### src/rtl/core/srdd_pkg.sv
// Shared types, codes and default sizes of the sparse row store.
package srdd_pkg;

   localparam int DEF_MAX_ENTRIES = 1024;
   localparam int DEF_MAX_ROWS    = 256;
   localparam int DEF_COL_BITS    = 16;
   localparam int DEF_VALUE_BITS  = 16;
   localparam int DEF_FRAC_BITS   = 8;

   localparam int RES_BITS = 48;

   localparam logic [1:0] CMD_INSERT = 2'd0;
   localparam logic [1:0] CMD_LOOKUP = 2'd1;
   localparam logic [1:0] CMD_DOT    = 2'd2;
   localparam logic [1:0] CMD_DIST   = 2'd3;

   localparam logic [1:0] STAT_OK     = 2'd0;
   localparam logic [1:0] STAT_ORDER  = 2'd1;
   localparam logic [1:0] STAT_FULL   = 2'd2;
   localparam logic [1:0] STAT_NO_ROW = 2'd3;

   // What the arithmetic unit does with one entry read from the store.
   localparam logic [1:0] KIND_SQ    = 2'd0;
   localparam logic [1:0] KIND_CROSS = 2'd1;
   localparam logic [1:0] KIND_LOOK  = 2'd2;

   typedef struct packed {
      logic [1:0]         cmd;
      logic [7:0]         row_a;
      logic [7:0]         row_b;
      logic [15:0]        column;
      logic signed [15:0] entry_value;
   } req_type;

   typedef struct packed {
      logic [1:0]                 status;
      logic signed [RES_BITS-1:0] result_value;
      logic [8:0]                 rows_stored;
      logic [10:0]                entries_stored;
   } rsp_type;

   typedef struct packed {
      logic       valid;
      logic [1:0] kind;
      logic       clear;
      logic       dist_mode;
   } mac_ctrl_type;

   typedef struct packed {
      logic busy;
      logic found;
   } mac_stat_type;

endpackage

### src/rtl/core/srdd_mac.sv
// Shared multiply-accumulate unit with column match, first-match capture and saturation.
module srdd_mac #(
   parameter int COL_BITS   = srdd_pkg::DEF_COL_BITS,
   parameter int VALUE_BITS = srdd_pkg::DEF_VALUE_BITS,
   parameter int ACC_BITS   = 2 * srdd_pkg::DEF_VALUE_BITS + 25
) (
   input  logic                                clock,
   input  logic                                reset,
   input  srdd_pkg::mac_ctrl_type              ctrl,
   input  logic [COL_BITS-1:0]                 rd_col,
   input  logic signed [VALUE_BITS-1:0]        rd_val,
   input  logic [COL_BITS-1:0]                 a_col,
   input  logic signed [VALUE_BITS-1:0]        a_val,
   input  logic [COL_BITS-1:0]                 key,
   output logic signed [srdd_pkg::RES_BITS-1:0] sum_sat,
   output logic signed [VALUE_BITS-1:0]        look_val,
   output srdd_pkg::mac_stat_type              stat
);
   import srdd_pkg::*;

   localparam int PROD_BITS = 2 * VALUE_BITS;

   logic                        match;
   logic signed [VALUE_BITS-1:0] mul_b;
   logic signed [PROD_BITS-1:0] prod_in, prod_ff;
   logic                        v2_in, v2_ff;
   logic                        dbl_in, dbl_ff;
   logic                        found_in, found_ff;
   logic signed [VALUE_BITS-1:0] look_in, look_ff;
   logic signed [ACC_BITS-1:0]  prod_ext, acc_in, acc_ff;
   logic                        ovf;

   always_comb begin
      match = 1'b0;
      mul_b = a_val;
      unique case (ctrl.kind)
         KIND_SQ: begin
            match = 1'b1;
            mul_b = rd_val;
         end
         KIND_CROSS: match = (rd_col == a_col);
         default:    match = 1'b0;
      endcase
      prod_in = rd_val * mul_b;
      v2_in   = ctrl.valid && match;
      dbl_in  = ctrl.dist_mode && (ctrl.kind == KIND_CROSS);
   end

   // Only the first matching entry of a row answers a lookup.
   always_comb begin
      found_in = found_ff;
      look_in  = look_ff;
      if (ctrl.clear) begin
         found_in = 1'b0;
      end else if (ctrl.valid && (ctrl.kind == KIND_LOOK) && (rd_col == key) && !found_ff) begin
         found_in = 1'b1;
         look_in  = rd_val;
      end
   end

   always_comb begin
      prod_ext = ACC_BITS'(prod_ff);
      acc_in   = acc_ff;
      if (ctrl.clear) begin
         acc_in = '0;
      end else if (v2_ff) begin
         acc_in = dbl_ff ? acc_ff - (prod_ext <<< 1) : acc_ff + prod_ext;
      end
   end

   always_ff @(posedge clock) begin
      if (reset) begin
         v2_ff    <= 1'b0;
         found_ff <= 1'b0;
      end else begin
         v2_ff    <= v2_in;
         found_ff <= found_in;
      end
      prod_ff <= prod_in;
      dbl_ff  <= dbl_in;
      look_ff <= look_in;
      acc_ff  <= acc_in;
   end

   assign ovf = (acc_ff[ACC_BITS-1:RES_BITS-1] !=
                 {(ACC_BITS-RES_BITS+1){acc_ff[ACC_BITS-1]}});

   always_comb begin
      if (ovf) begin
         sum_sat = acc_ff[ACC_BITS-1] ? {1'b1, {(RES_BITS-1){1'b0}}}
                                      : {1'b0, {(RES_BITS-1){1'b1}}};
      end else begin
         sum_sat = acc_ff[RES_BITS-1:0];
      end
   end

   assign look_val   = look_ff;
   assign stat.busy  = v2_ff;
   assign stat.found = found_ff;

endmodule

### config.mk
export PLATFORM = sky130hd
export DESIGN_NAME = srdd_mac
export DESIGN_NICKNAME = d
export VERILOG_FILES = /design/src/rtl/core/srdd_pkg.sv /design/src/rtl/core/srdd_mac.sv
export SDC_FILE = /design/constraint.sdc
export NUM_CORES = 1
export LEC_CHECK = 0
export CORE_ASPECT_RATIO = 1.2
export CORE_MARGIN = 2
export CORE_UTILIZATION = 35
export DETAILED_ROUTE_END_ITERATION = 8
export DONT_BUFFER_PORTS = 1
export PLACE_DENSITY = 0.48
export SETUP_SLACK_MARGIN = 0.15
export SYNTH_ARGS = -nofsm -noshare
export SYNTH_HDL_FRONTEND = slang
export SYNTH_SLANG_ARGS = --single-unit
### constraint.sdc
create_clock -name clock -period 22.9 [get_ports clock]
set_clock_uncertainty 0.2 [all_clocks]
set_input_delay 1.145 -clock clock [delete_from_list [all_inputs] [get_ports clock]]
set_output_delay 1.145 -clock clock [all_outputs]
set_load 0.01 [all_outputs]
==> reports/qor.yml <==
run_status:
  outcome: "complete, no violations"
synthesis:
  synthMuxAreaShare_pct: 1.16
  yosysTopAreaCell: "fa_1"
  syn_nets: 3128
  syn_inst: 2584
  synth_edf_count: 16
  avgSynthCellArea_sq_um: 8.10
  synth.top_cell.area_share_pct: 25.3
  synth_top_family_by_area: "adder cells"
  ys_seq_area_share_pct: 11.1
  async_flop_share_pct: 0
  synth_ff_type: "dfxtp_1"
  ys_ff_latch: 108
  yosys_warnings: 0
  synth_fa_ha_area_share_pct: 36.8
  synth_area_leaders: "fa_1 (25%), ha_1 (12%), dfxtp_1 (8.8%), inv_1 (7.8%), a21oi_1 (3.8%)"
  yosys.area_share.xor_xnor_pct: 5.53
  ys_types: 89
  syn_area_sq_um: 20900
  synth_compound_area_share_pct: 18.3
  synth_simple_gate_area_share_pct: 17.0
timing:
  setup_violations: 0
  setup_slack_ns: 14.95
  fin_crit_sh_pct: 34.7
  relSlewSlack_pct: 14.8
  worst_pin_slew_ns: 1.26
  rsz0062_at_grt: "no"
  clock.fmax_ghz: 0.126
  slew_violations: 0
  final_hold_viol_count: 0
  finalCriticalPeriod_ns: 7.95
  fin_hold_ws_ns: 0.319
  tns_ns: 0
clock_tree:
  clk_latency_ns: 0.40
  cts_max_level: 3
  cts_tree: "done"
  cts_resized: 0
  cts_root_buf: "clkbuf_16"
  clockBufferDepth: 2
  cts.sinks: 108
  clk_pin_slew_ns: 0.09
  post_cts_buffers: 0
  ctsHoldBuffers: 0
  numCtsBuffers: 9
floorplan:
  io_pins: 153
  die_h_um: 272
  core_sq_um: 59300
  die_w_um: 227
  die_area_sq_um: 61700
  rows: 98
  start_util_pct: 35.2
drt:
  remaining_drc_errors: 0
  drt_iter0_drc: 902
  wl_um: 62800
  via_per_inst: 5.21
  dr.pass1.iters: 5
  wl_per_cell_um: 19.0
  final_antenna_net_count: 0
  vias: 17200
critical_path:
  crit_buf_inv: 4
  worstSetupStartpointType: "input port"
  required_ns: 23.03
  worst-endpoint-arrival_ns: 8.08
  cp_slowest_cell: "fa_1"
  cpPeakStageDelay_ns: 0.76
  end_kind: "flip-flop"
  cp_top_family: "adder cells"
  cp.depth: 25
  worstPathMaxFanout: 31
  reg2regPathDepth: 14
  crit_type: "in -> reg"
place:
  gp_congestion: 0.883
  portBuffers: 0
  dpl.hpwl_um: 50800
  dp_slack_ns: 14.46
cells_and_area:
  diodes: 0
  drive_above_1_share_pct: 3.20
  syn_to_final_growth_pct: 4.76
  mostFrequentLayoutCell: "inv_1"
  fill_cells: 6269
  nets: 3040
  final_core_util_pct: 36.9
  final_cell_mix: "inv_1 (435), fa_1 (264), nand2_1 (206), ha_1 (193), a21oi_1 (157)"
hold_path:
  hold_class: "reg -> reg"
  whs_path_depth: 2
flow_run:
  drv_cap: 0
global_route:
  grt_pass1_vias: 18300
  antenna_found_initial: 0
  grt_max_degree: 74
  grt.total_usage_pct: 20.6
  grt_pass1_wl_um: 100000
  grt_overflow: 0
[final timing paths]
check                          start                 endpoint  slack [ns]
max                          ctrl[3]      prod_ff[30]$_DFF_P_       14.95
min          acc_ff[43]$_SDFFE_PP0P_  acc_ff[43]$_SDFFE_PP0P_        0.32
max reg2reg      prod_ff[31]$_DFF_P_  acc_ff[54]$_SDFFE_PP0P_       18.42
min reg2reg  acc_ff[43]$_SDFFE_PP0P_  acc_ff[43]$_SDFFE_PP0P_        0.32
[cell usage after synthesis (13+ instances only)]
library cell  instances
inv_1               436
fa_1                264
nand2_1             206
ha_1                193
a21oi_1             157
nor2_1              152
o21ai_0             139
clkbuf_1             96
dfxtp_1              92
xnor2_1              89
nor2b_1              84
and2_1               57
a21o_1               50
a211oi_1             49
xor2_1               43
nor3_1               40
o21bai_1             36
nand3_1              35
nand4_1              35
nand2b_1             28
a31oi_1              21
o21a_1               21
nor4_1               20
and3_1               16
edfxtp_1             16
mux2i_1              13
o211ai_1             13
o21ai_1              13
[worst register-to-register path, cell delays in order (launching register included)]
cell and delay (ns):
dfxtp_1 0.42, inv_1 0.06, buf_4 0.24, ha_1 0.49
or3_4 0.49, nor4_1 0.52, o211ai_1 0.18, a31oi_2 0.31
nor2_2 0.10, nor4_4 0.32, o21ai_2 0.17, nor4_2 0.20
nor4_1 0.12, o2111a_1 0.26, a311o_1 0.31
[cells by family after synthesis]
logic type,Yosys count
adders and majority gates,457
and+or+nand+nor,716
xor gates and xnor gates,132
buffers and inverters,552
AOI/OAI and AO/OA,596
muxes,23
DFF,108
[state kept, by name (all words and copies together) (netlist names)]
name      cells
acc_ff       57
prod_ff      32
look_val     16
dbl_ff        1
found_ff      1
v2_ff         1
[cell type report]
class	instances	area [sq um]	area share, %
clock buffer	9	225	1.03
inverter	437	1640	7.48
sequential	108	2320	10.6
multi-input combinational	1924	16500	75.3
clock inverter	7	98.8	0.451
tap	800	1000	4.57
timing repair buffer	16	120	0.548
[routing by layer]
metal  part of all wire [%]  GRT usage [%]  vias to the layer above
li1                       -              -                     8381
met1                     45           26.0                     8395
met2                     49           36.5                      345
met3                    3.3           2.46                       82
met4                    2.7           6.67                        0
met5                      0              0                        -
[per-stage QoR]
step	area (sq um)	cells
4_1_cts	21900	3301
3_3_place_gp	21600	3285
2_1_floorplan	20900	2584
5_1_grt	21900	3301
3_5_place_dp	21600	3285
6_report	21900	3301
Power is left out: the tool's default activity adds up to more than one toggle a clock period on the data nets, which glitch-free logic cannot reach.
